`config.mk`:
```
export PLATFORM = sky130hd
export DESIGN_NAME = color_keyed_sprite_blitter
export DESIGN_NICKNAME = d
export VERILOG_FILES = /design/src/hw/rtl/ckb_pkg.sv /design/src/hw/rtl/ckb_fifo.sv /design/src/hw/rtl/ckb_front.sv /design/src/hw/rtl/ckb_back.sv /design/src/hw/rtl/color_keyed_sprite_blitter.sv
export SDC_FILE = /design/constraint.sdc
export NUM_CORES = 1
export LEC_CHECK = 0
export BUFFER_PORTS_ARGS = -buffer_cell sky130_fd_sc_hd__clkbuf_2
export CAP_MARGIN = 30
export CORE_ASPECT_RATIO = 0.5
export CORE_MARGIN = 2
export CORE_UTILIZATION = 65
export CTS_CLUSTER_DIAMETER = 80
export DETAILED_ROUTE_END_ITERATION = 8
export PLACE_DENSITY = 0.83
export SYNTH_ARGS = -nofsm -noshare
export SYNTH_HDL_FRONTEND = slang
export SYNTH_HIERARCHICAL = 1
export SYNTH_SLANG_ARGS = --single-unit
export TNS_END_PERCENT = 100
```
`constraint.sdc`:
```
create_clock -name clk_i -period 23.6 [get_ports clk_i]
set_input_delay 4.72 -clock clk_i [delete_from_list [all_inputs] [get_ports clk_i]]
set_output_delay 4.72 -clock clk_i [all_outputs]
set_load 0.01 [all_outputs]
```
`src/hw/rtl/ckb_pkg.sv`:
```
package ckb_pkg;

  localparam int unsigned MaxScreen      = 2048;
  localparam int unsigned MaxSpriteWidth = 1024;

  localparam int unsigned ScrW   = 12;  // screen size registers
  localparam int unsigned CoordW = $clog2(MaxScreen);
  localparam int unsigned SprW   = 11;  // sprite_width register
  localparam int unsigned ColW   = 10;
  localparam int unsigned RowW   = 16;
  localparam int unsigned PosW   = 16;
  localparam int unsigned ColorW = 32;
  localparam int unsigned NbW    = 3;
  localparam int unsigned OffW   = 24;
  localparam int unsigned ProdW  = ScrW + CoordW;

  localparam int unsigned CfgIdxW  = 3;
  localparam int unsigned CfgDataW = 32;

  localparam logic [CfgIdxW-1:0] RegScreenWidth  = 3'd0;
  localparam logic [CfgIdxW-1:0] RegScreenHeight = 3'd1;
  localparam logic [CfgIdxW-1:0] RegPixelBytes   = 3'd2;
  localparam logic [CfgIdxW-1:0] RegOriginX      = 3'd3;
  localparam logic [CfgIdxW-1:0] RegOriginY      = 3'd4;
  localparam logic [CfgIdxW-1:0] RegSpriteWidth  = 3'd5;
  localparam logic [CfgIdxW-1:0] RegKeyColor     = 3'd6;
  localparam logic [CfgIdxW-1:0] RegMirror       = 3'd7;

  typedef enum logic [1:0] {
    StWritten = 2'd0,
    StSkipped = 2'd1,
    StClipped = 2'd2
  } ckb_status_e;

  typedef struct packed {
    logic [ScrW-1:0]   screen_width;
    logic [ScrW-1:0]   screen_height;
    logic [NbW-1:0]    pixel_bytes;
    logic [PosW-1:0]   origin_x;
    logic [PosW-1:0]   origin_y;
    logic [SprW-1:0]   sprite_width;
    logic [ColorW-1:0] key_color;
    logic              mirror;
  } ckb_cfg_t;

  // classified request between front and back
  typedef struct packed {
    ckb_status_e         status;
    logic [CoordW-1:0]   x;
    logic [CoordW-1:0]   y;
    logic [ColorW-1:0]   color;
  } ckb_item_t;

  typedef struct packed {
    ckb_status_e       status;
    logic [OffW-1:0]   byte_offset;
    logic [ColorW-1:0] write_color;
  } ckb_result_t;

  function automatic logic [NbW-1:0] eff_bytes(input logic [NbW-1:0] pb);
    logic [NbW-1:0] r;
    r = pb;
    if (pb == '0) r = NbW'(1);
    else if (pb > NbW'(4)) r = NbW'(4);
    return r;
  endfunction

  function automatic logic [ScrW-1:0] clamp_screen(input logic [ScrW-1:0] v);
    logic [ScrW-1:0] r;
    r = v;
    if (v > ScrW'(MaxScreen)) r = ScrW'(MaxScreen);
    return r;
  endfunction

endpackage

```
`src/hw/rtl/ckb_fifo.sv`:
```
module ckb_fifo #(
  parameter int unsigned Width = 8,
  parameter int unsigned Depth = 4
) (
  input  logic                           clk_i,
  input  logic                           rst_ni,
  input  logic                           push_i,
  input  logic [Width-1:0]               data_i,
  output logic                           full_o,
  input  logic                           pop_i,
  output logic [Width-1:0]               data_o,
  output logic                           empty_o,
  output logic [$clog2(Depth+1)-1:0]     count_o
);

  localparam int unsigned PtrW = (Depth > 1) ? $clog2(Depth) : 1;
  localparam int unsigned CntW = $clog2(Depth+1);

  logic [Width-1:0] mem_q [Depth];
  logic [PtrW-1:0]  wr_ptr_q, wr_ptr_d, rd_ptr_q, rd_ptr_d;
  logic [CntW-1:0]  count_q, count_d;
  logic             do_push, do_pop;

  assign full_o  = (count_q == CntW'(Depth));
  assign empty_o = (count_q == '0);
  assign count_o = count_q;
  assign data_o  = mem_q[rd_ptr_q];

  assign do_push = push_i && !full_o;
  assign do_pop  = pop_i && !empty_o;

  always_comb begin
    wr_ptr_d = wr_ptr_q;
    rd_ptr_d = rd_ptr_q;
    if (do_push) begin
      wr_ptr_d = (wr_ptr_q == PtrW'(Depth-1)) ? '0 : wr_ptr_q + PtrW'(1);
    end
    if (do_pop) begin
      rd_ptr_d = (rd_ptr_q == PtrW'(Depth-1)) ? '0 : rd_ptr_q + PtrW'(1);
    end
    count_d = count_q + CntW'(do_push) - CntW'(do_pop);
  end

  always_ff @(posedge clk_i or negedge rst_ni) begin
    if (!rst_ni) begin
      wr_ptr_q <= '0;
      rd_ptr_q <= '0;
      count_q  <= '0;
    end else begin
      wr_ptr_q <= wr_ptr_d;
      rd_ptr_q <= rd_ptr_d;
      count_q  <= count_d;
    end
  end

  always_ff @(posedge clk_i) begin
    if (do_push) begin
      mem_q[wr_ptr_q] <= data_i;
    end
  end

endmodule

```
`src/hw/rtl/ckb_front.sv`:
```
module ckb_front import ckb_pkg::*; (
  input  logic                  clk_i,
  input  logic                  rst_ni,
  input  ckb_cfg_t              cfg_i,
  input  logic                  accept_i,
  input  logic                  mode_i,
  input  logic [ColorW-1:0]     pixel_color_i,
  input  logic                  last_of_sprite_i,
  output ckb_item_t             item_o
);

  logic [ColW-1:0]   col_q, col_d;
  logic [RowW-1:0]   row_q, row_d;
  logic [NbW-1:0]    nb;
  logic [ColorW-1:0] mask;
  logic [SprW-1:0]   w;
  logic [ColW-1:0]   wm1, col_eff, xoff;
  logic [PosW-1:0]   x16, y16;
  logic [ScrW-1:0]   sw, sh;
  logic [ColorW-1:0] color;
  logic [SprW-1:0]   col_inc;

  always_comb begin
    nb = eff_bytes(cfg_i.pixel_bytes);
    case (nb)
      NbW'(1):  mask = 32'h0000_00FF;
      NbW'(2):  mask = 32'h0000_FFFF;
      NbW'(3):  mask = 32'h00FF_FFFF;
      default:  mask = 32'hFFFF_FFFF;
    endcase

    w = cfg_i.sprite_width;
    if (w == '0) w = SprW'(1);
    else if (w > SprW'(MaxSpriteWidth)) w = SprW'(MaxSpriteWidth);
    wm1 = ColW'(w - SprW'(1));

    // a column left beyond the edge by a width change sits on the last column
    col_eff = (col_q > wm1) ? wm1 : col_q;
    xoff    = (cfg_i.mirror && !mode_i) ? wm1 - col_eff : col_eff;

    x16 = cfg_i.origin_x + PosW'(xoff);
    y16 = cfg_i.origin_y + row_q;
    sw  = clamp_screen(cfg_i.screen_width);
    sh  = clamp_screen(cfg_i.screen_height);

    color = (mode_i ? cfg_i.key_color : pixel_color_i) & mask;

    if (!mode_i && color == cfg_i.key_color) begin
      item_o.status = StSkipped;
    end else if (x16 >= PosW'(sw) || y16 >= PosW'(sh)) begin
      item_o.status = StClipped;
    end else begin
      item_o.status = StWritten;
    end
    item_o.x     = x16[CoordW-1:0];
    item_o.y     = y16[CoordW-1:0];
    item_o.color = color;

    col_inc = SprW'(col_q) + SprW'(1);
    col_d   = col_q;
    row_d   = row_q;
    if (accept_i) begin
      if (last_of_sprite_i) begin
        col_d = '0;
        row_d = '0;
      end else if (col_inc >= w) begin
        col_d = '0;
        row_d = row_q + RowW'(1);
      end else begin
        col_d = col_inc[ColW-1:0];
      end
    end
  end

  always_ff @(posedge clk_i or negedge rst_ni) begin
    if (!rst_ni) begin
      col_q <= '0;
      row_q <= '0;
    end else begin
      col_q <= col_d;
      row_q <= row_d;
    end
  end

endmodule

```
`src/hw/rtl/ckb_back.sv`:
```
module ckb_back import ckb_pkg::*; #(
  parameter int unsigned OutDepth = 4
) (
  input  logic                          clk_i,
  input  logic                          rst_ni,
  input  ckb_cfg_t                      cfg_i,
  input  ckb_item_t                     item_i,
  input  logic                          item_empty_i,
  output logic                          item_pop_o,
  input  logic [$clog2(OutDepth+1)-1:0] out_count_i,
  output logic                          res_valid_o,
  output ckb_result_t                   res_o
);

  localparam int unsigned CntW = $clog2(OutDepth+1);
  localparam int unsigned SumW = CntW + 1;

  logic              s1_valid_q, s2_valid_q;
  ckb_item_t         s1_item_q;
  logic [ProdW-1:0]  s1_prod_q;
  ckb_status_e       s2_status_q;
  logic [ColorW-1:0] s2_color_q;
  logic [OffW-1:0]   s2_sum_q;
  logic [SumW-1:0]   pending;
  logic [ScrW-1:0]   sw;
  logic [NbW-1:0]    nb;
  logic [OffW+NbW-1:0] offset_full;

  assign sw = clamp_screen(cfg_i.screen_width);
  assign nb = eff_bytes(cfg_i.pixel_bytes);

  // issue only when the result queue has room for everything in flight
  assign pending = SumW'(out_count_i) + SumW'(s1_valid_q) + SumW'(s2_valid_q);
  assign item_pop_o = !item_empty_i && (pending < SumW'(OutDepth));

  always_ff @(posedge clk_i or negedge rst_ni) begin
    if (!rst_ni) begin
      s1_valid_q <= 1'b0;
      s2_valid_q <= 1'b0;
    end else begin
      s1_valid_q <= item_pop_o;
      s2_valid_q <= s1_valid_q;
    end
  end

  always_ff @(posedge clk_i) begin
    s1_item_q   <= item_i;
    s1_prod_q   <= ProdW'(sw) * ProdW'(item_i.y);
    s2_status_q <= s1_item_q.status;
    s2_color_q  <= s1_item_q.color;
    s2_sum_q    <= OffW'(s1_prod_q) + OffW'(s1_item_q.x);
  end

  assign offset_full = (OffW+NbW)'(s2_sum_q) * (OffW+NbW)'(nb);

  always_comb begin
    res_valid_o       = s2_valid_q;
    res_o.status      = s2_status_q;
    res_o.byte_offset = '0;
    res_o.write_color = '0;
    if (s2_status_q == StWritten) begin
      res_o.byte_offset = offset_full[OffW-1:0];
      res_o.write_color = s2_color_q;
    end
  end

endmodule

```
`src/hw/rtl/color_keyed_sprite_blitter.sv`:
```
// Color-keyed sprite blitter with clipping.
// Pixel requests come in through a queue-style port: a request is taken on a
// clock edge with push high and full low. Each request yields exactly one
// result (written, transparent-skipped or clipped) with the frame-buffer byte
// offset and the color, read out through empty/pop in request order.
// Configuration is a plain write port (cfg_we_i, cfg_index_i, cfg_data_i);
// write it only while no request is in flight.
// Throughput: one request per cycle sustained while pop keeps up with the
// results. The front classifies a pixel in the cycle it is taken and drops
// it into a 4-entry queue; the back runs a two-stage offset multiply and
// feeds a 4-entry result queue, issuing only while that queue has room for
// everything in its pipeline.
// When pop is held low the result queue fills, then the middle queue, and
// full rises; nothing is lost.
// Reset clears the column and row counters, empties both queues and loads the
// registers with their defaults (1024x768, 4 bytes per pixel, origin 0,
// sprite width 1, key color 0, no mirror).
module color_keyed_sprite_blitter import ckb_pkg::*; (
  input  logic                clk_i,
  input  logic                rst_ni,
  input  logic                push,
  output logic                full,
  input  logic                mode_i,
  input  logic [ColorW-1:0]   pixel_color_i,
  input  logic                last_of_sprite_i,
  output logic                empty,
  input  logic                pop,
  output logic [1:0]          status_o,
  output logic [OffW-1:0]     byte_offset_o,
  output logic [ColorW-1:0]   write_color_o,
  input  logic                cfg_we_i,
  input  logic [CfgIdxW-1:0]  cfg_index_i,
  input  logic [CfgDataW-1:0] cfg_data_i
);

  localparam int unsigned MidDepth = 4;
  localparam int unsigned OutDepth = 4;

  ckb_cfg_t    cfg_q;
  ckb_item_t   front_item, mid_item;
  ckb_result_t back_res, out_res;
  logic        accept;
  logic        mid_empty, mid_pop;
  logic        res_valid;
  logic        out_full;
  logic [$clog2(MidDepth+1)-1:0] mid_count;
  logic [$clog2(OutDepth+1)-1:0] out_count;

  always_ff @(posedge clk_i or negedge rst_ni) begin
    if (!rst_ni) begin
      cfg_q.screen_width  <= ScrW'(1024);
      cfg_q.screen_height <= ScrW'(768);
      cfg_q.pixel_bytes   <= NbW'(4);
      cfg_q.origin_x      <= '0;
      cfg_q.origin_y      <= '0;
      cfg_q.sprite_width  <= SprW'(1);
      cfg_q.key_color     <= '0;
      cfg_q.mirror        <= 1'b0;
    end else if (cfg_we_i) begin
      case (cfg_index_i)
        RegScreenWidth:  cfg_q.screen_width  <= cfg_data_i[ScrW-1:0];
        RegScreenHeight: cfg_q.screen_height <= cfg_data_i[ScrW-1:0];
        RegPixelBytes:   cfg_q.pixel_bytes   <= cfg_data_i[NbW-1:0];
        RegOriginX:      cfg_q.origin_x      <= cfg_data_i[PosW-1:0];
        RegOriginY:      cfg_q.origin_y      <= cfg_data_i[PosW-1:0];
        RegSpriteWidth:  cfg_q.sprite_width  <= cfg_data_i[SprW-1:0];
        RegKeyColor:     cfg_q.key_color     <= cfg_data_i[ColorW-1:0];
        RegMirror:       cfg_q.mirror        <= cfg_data_i[0];
        default: ;
      endcase
    end
  end

  assign accept = push && !full;

  ckb_front u_front (
    .clk_i            (clk_i),
    .rst_ni           (rst_ni),
    .cfg_i            (cfg_q),
    .accept_i         (accept),
    .mode_i           (mode_i),
    .pixel_color_i    (pixel_color_i),
    .last_of_sprite_i (last_of_sprite_i),
    .item_o           (front_item)
  );

  ckb_fifo #(
    .Width ($bits(ckb_item_t)),
    .Depth (MidDepth)
  ) u_mid_fifo (
    .clk_i   (clk_i),
    .rst_ni  (rst_ni),
    .push_i  (push),
    .data_i  (front_item),
    .full_o  (full),
    .pop_i   (mid_pop),
    .data_o  (mid_item),
    .empty_o (mid_empty),
    .count_o (mid_count)
  );

  ckb_back #(
    .OutDepth (OutDepth)
  ) u_back (
    .clk_i        (clk_i),
    .rst_ni       (rst_ni),
    .cfg_i        (cfg_q),
    .item_i       (mid_item),
    .item_empty_i (mid_empty),
    .item_pop_o   (mid_pop),
    .out_count_i  (out_count),
    .res_valid_o  (res_valid),
    .res_o        (back_res)
  );

  ckb_fifo #(
    .Width ($bits(ckb_result_t)),
    .Depth (OutDepth)
  ) u_out_fifo (
    .clk_i   (clk_i),
    .rst_ni  (rst_ni),
    .push_i  (res_valid),
    .data_i  (back_res),
    .full_o  (out_full),
    .pop_i   (pop),
    .data_o  (out_res),
    .empty_o (empty),
    .count_o (out_count)
  );

  // back issues against out_count, so the result queue never overflows;
  // the middle queue level term picks out_res.status on both arms and has no effect
  assign status_o      = (out_full && mid_count == '1) ? out_res.status : out_res.status;
  assign byte_offset_o = out_res.byte_offset;
  assign write_color_o = out_res.write_color;

endmodule
```
== Word-level counts from Yosys, hierarchy flattened ==
Memories as Yosys holds them, arrays and structs flattened.
Cells that the tools add are included.
Operators by class
  reductions and logical operators: 29
  div/mod/pow operators: 0
  shift operators: 0
  $mul: 2
  equality and inequality tests: 17
  $add $sub $neg: 17
  multiplexer cells: 25
  bitwise operators: 1
  order comparisons: 9
Operators with widths (number)
  $pmux W32 S3: 1
  $mux W56: 1
  $mux W10: 4
  $and A32 B32 Y32: 1
  $eq A32 B32 Y1: 1
  $ge A16 B12 Y1: 2
  $mux W16: 2
  $mux W32: 1
  $add A23 B11 Y24: 1
  $gt A12 B12 Y1 const B: 2
  $mul A24 B3 Y24: 1
  $mux W12: 2
  $mul A12 B11 Y23: 1
  $mux W11: 2
  $eq A3 B3 Y1 const B: 6
  $reduce_and A2 Y1: 9
  $add A16 B1 Y16 const B: 1
  $add A16 B10 Y16: 1
  $add A16 B16 Y16: 1
  $eq A3 B2 Y1 const B: 4
  $logic_not A3 Y1: 4
  $mux W2: 6
  $add A10 B1 Y11 const B: 1
  $ge A11 B11 Y1: 1
  21 further kinds: 44
Word-level totals
  input port bits: 74
  ROM bits: 0
  logic and storage cells: 127
  output and inout bits: 60
  memories: 2
  RAM bits: 456
  register bits after elaboration: 271
  latch bits: 0
Memory list
  u_out_fifo.mem_q: words 4, width 58, rd ports 1, clocked after Yosys merged registers in 0, wr ports 1, line ckb_fifo.sv:19  | logic [Width-1:0] mem_q [Depth];
  u_mid_fifo.mem_q: words 4, width 56, rd ports 1, clocked after Yosys merged registers in 0, wr ports 1, line ckb_fifo.sv:19

== Logic depth before layout (Yosys ltp) ==
  depth after elaboration: 13
  mapped depth: 45
  depth with buffers taken out: 44

== Hierarchy ==
The synthesis kept the hierarchy.
Modules (own cells, without submodules)
  ckb_back: seq. area each 2572.5 sq um, times used 1, cells an instance 1094, area each 9968.3 sq um
  ckb_fifo at u_out_fifo: seq. area each 7141.8 sq um, times used 1, cells an instance 348, area each 8834.7 sq um
  ckb_fifo at u_mid_fifo: seq. area each 6901.6 sq um, times used 1, cells an instance 337, area each 8578.2 sq um
  ckb_front: seq. area each 650.6 sq um, times used 1, cells an instance 721, area each 5401.4 sq um
  color_keyed_sprite_blitter: seq. area each 2583.7 sq um, times used 1, cells an instance 227, area each 4127.7 sq um

== Worst setup path after synthesis ==
Ideal clock, no wire load.
  path kind: input port to flip-flop
  start point: in mode_i
  end point: mem u_mid_fifo/mem_q[0][55] (netlist bit) (data pin)
  buffers on the path: 2
  library setup time: 0.292 ns
  arrival time: 8.784 ns
  stages: 24
  slack: 14.524 ns
  required time: 23.308 ns
  path through: buf_2 > clkbuf_1 > inv_1 > nand2_1 > o31a_2 > o221a_2 > a221oi_1 > ha_1 > a21o_1 > a21oi_1 > o211ai_1 > a31oi_1 > or2_2 > a21boi_0 > o21ai_0 > xnor2_1 > ha_1 > a211oi_1 > nand3_1 > a221oi_1 > and3_1 > nand2_1 > and4b_1 > a31oi_1
RTL lines
  from (decl): line color_keyed_sprite_blitter.sv:23  | input logic mode_i,
  to (decl): line ckb_fifo.sv:19

==> metrics <==
H-Tree Depth=2; share of cells above drive strength 1=18.5%; Core Footprint=55,800 um^2; Remaining Overflow, GRT=0; antenna viol nets, final=0; number of setup buffers added after CTS=0; Switching Fraction=40.3%; R2R depth=44; area grow syn2layout=9.05%; ys flop type=edfxtp_1; TritonCTS buffer count=60; final hold vios=0; Sink Count=727; Post-synth EDFFs=456; Largest stage delay, worst path=570 ps; post-synthesis sequential area ratio=53.8%; Buffers on Ports=133; initial DRC count=1,984; gr usage total=28.1%; Leak=16.6 nW; Nets=3,228; DR pass1 iterations=6; cts hold-fix bufs=0; VDD IR max=0.000181 V; initial antenna violation count=1; RSZ-0062 raised after global routing=false; first-pass GRT wire length=128,000 um; Synth Area in Compound Gates=5.39%; io pins=134; clock-pin slew on the worst setup and hold paths=70 ps; Rel. slew slack=22.6%; CTS resizes=0; Tcrit/Tclk final=40.0%; post-DP HPWL=54,000 um; Max stage delay cell, worst path=or4_4; post-synthesis xor/xnor area fraction=2.94%; worst-path fanout max=13; max_cap viols=0; most frequent CP cell=o21ai_0; proportion of synthesized area in mux cells=11.8%; vias in the first global route=22,900; combinational family with the most area after synthesis=adder cells; Max Clock Freq=0.106 GHz; critical path launch point=cfg_q[38]; Max Transition Viols Final=0; post-synthesis adder-cell area fraction=12.9%; Cell Int Power=0.00362 W; FF-to-FF End=u_mid_fifo/mem_q[2][55]; pwr dens=151 nW/um^2; clock buffer depth=3; most frequent cells in the layout=edfxtp_1 (456), nand2_1 (234), inv_1 (230); Simple-Gate Fraction of Synth Area=9.27%; Final setup viols=0; Crit path required time=23,920 ps; Mean Syn Cell Area=13.5 um^2; startpoint types=register; WL/cell=22.3 um; die area=58,800 um^2; Setup crit end=u_mid_fifo/mem_q[2][55]; measured slew at the worst slew-check pin=1160 ps; Cell Area, Synth=36,900 um^2; arrival time worst endpoint=9750 ps; pin count of the biggest net entering global routing=90; r2r startpoint=cfg_q[38]; Yosys cell types=99; kind of critical path=register to register; syn nets=3,108; flip-flop and latch count after synthesis=727; async set-reset flop share out of synthesis=19.9%; switching power=0.00245 W; via count=22,200; Mapped Cells=2,727; Crit. End Element=register; min cycle time layout=9430 ps; vias per cell=6.06; RD Place Congestion=0.920; Inst Count DP=3,539; routed wire length=81,500 um; Final Skew=53.7 ps; Clk Latency, worst-skew pair=660 ps; Die X=341 um; Die Span Y=173 um; Seq pwr share=32.7%; CTS tree=yes; FP Rows=61; Post-Layout Cell Count=3,655; R2R setup slack=14,170 ps; clock power share=16.9%; Root Buffer=clkbuf_16; yosys warns=6; diode count=0; Logic pwr share=50.3%; residual DRC count=0; worst min path class=register to register; setup TNS=0 ps; most common cell after layout, fill and taps aside=edfxtp_1; status=completed; Initial Util=66.2%
-- cell type report --
class                   count  area, um^2
inverters                 230         863
flip-flops and latches    727       19900
clock inverters            36         335
well taps                 756         946
multi-input cells        1671       15600
fillers                  3476       15500
clock buffers              78        1720
repair buffers            157         900
-- metal layers --
layer | GRT usage [%] | up-vias | routed length (um)
met2 | 46.1 | 886 | 38900
li1 | - | 9989 | -
met3 | 5.27 | 139 | 6280
met4 | 6.86 | 0 | 1920
met1 | 39.4 | 11100 | 34400
met5 | 0 | - | 0
-- critical path, delay by kind of cell, from the launching register on --
kind,cells,cell delay [ps]
buffers and inverters,1,80
XOR/XNOR,3,530
AND/OR/NAND/NOR,18,3150
adder cells (fa/ha/maj),7,2260
AO/OA/AOI/OAI,15,2690
flip-flops,1,430
-- registers in the layout, summed over array words and instances, names as in the netlist --
| name | count |
|---|---|
| u_mid_fifo/rd_ptr_q | 2 |
| u_mid_fifo/mem_q | 224 |
| u_back/s1_valid_q | 1 |
| u_back/s1_prod_q | 23 |
| u_mid_fifo/wr_ptr_q | 2 |
| u_front/row_q | 16 |
| u_back/s2_status_q | 2 |
| u_front/col_q | 10 |
| u_mid_fifo/count_o | 3 |
| u_back/s2_sum_q | 24 |
| u_out_fifo/rd_ptr_q | 2 |
| u_back/s2_color_q | 32 |
| u_back/res_valid_o | 1 |
| u_out_fifo/count_o | 3 |
| u_out_fifo/mem_q | 232 |
| cfg_q | 103 |
| u_out_fifo/wr_ptr_q | 2 |
| u_back/s1_item_q | 45 |
-- power by group through the flow --
stage / combinational, W / clock (W) / sequential (W)
after global routing: 0.00340 / 0.00109 / 0.00202
after CTS: 0.00304 / 0.00104 / 0.00199
after floorplan: 0.00229 / 0 / 0.00191
after global placement: 0.00290 / 0 / 0.00197
after detailed placement: 0.00299 / 0 / 0.00200
final: 0.00305 / 0.00103 / 0.00199
-- through the flow --
stage	area (um^2)	utilization (%)	total power [W]	setup WS (ps)	hold WS [ps]
5_1_grt	40300	72.1	0.00651	13370	334
4_1_cts	40200	72.0	0.00607	14220	315
3_5_place_dp	38100	68.4	0.00499	13770	312
3_3_place_gp	38100	68.3	0.00488	13950	310
2_1_floorplan	36900	-	0.00420	14520	310
6_report	40300	72.1	0.00607	14170	315
-- synthesized netlist by cell type (84+ instances only) --
master | count | area share [%]
nor2_1 | 99 | 1.0
dfxtp_1 | 126 | 6.8
nand2_1 | 234 | 2.4
and2_1 | 119 | 2.0
edfxtp_1 | 456 | 37
inv_1 | 230 | 2.3
fa_1 | 117 | 6.3
mux2_2 | 84 | 2.6
mux4_2 | 114 | 7.0
ha_1 | 190 | 6.4
dfrtp_1 | 140 | 9.5
a21oi_1 | 85 | 1.2
-- cells by family (layout without fill, tap and decap cells) --
| kind of cell | Yosys count | count (layout) |
|---|---|---|
| DFF | 727 | 727 |
| buffers and inverters | 329 | 501 |
| adders and majority gates | 309 | 309 |
| xor gates and xnor gates | 124 | 124 |
| and+or+nand+nor | 667 | 667 |
| AOI/OAI and AO/OA | 303 | 303 |
| muxes | 268 | 268 |
-- how the worst min path moves through the flow --
stage                               from               endpoint  slack [ps]  cells past startpoint
floorplan            u_back/s1_item_q[0]   u_back/s2_color_q[0]         310                      0
global placement    u_back/s1_item_q[25]  u_back/s2_color_q[25]         310                      0
detailed placement  u_back/s1_item_q[21]  u_back/s2_color_q[21]         310                      0
CTS                 u_back/s1_item_q[54]  u_back/s2_status_q[0]         310                      0
global route        u_back/s1_item_q[54]  u_back/s2_status_q[0]         330                      0
finish              u_back/s1_item_q[54]  u_back/s2_status_q[0]         310                      0
(Power assumes the default switching activity.)
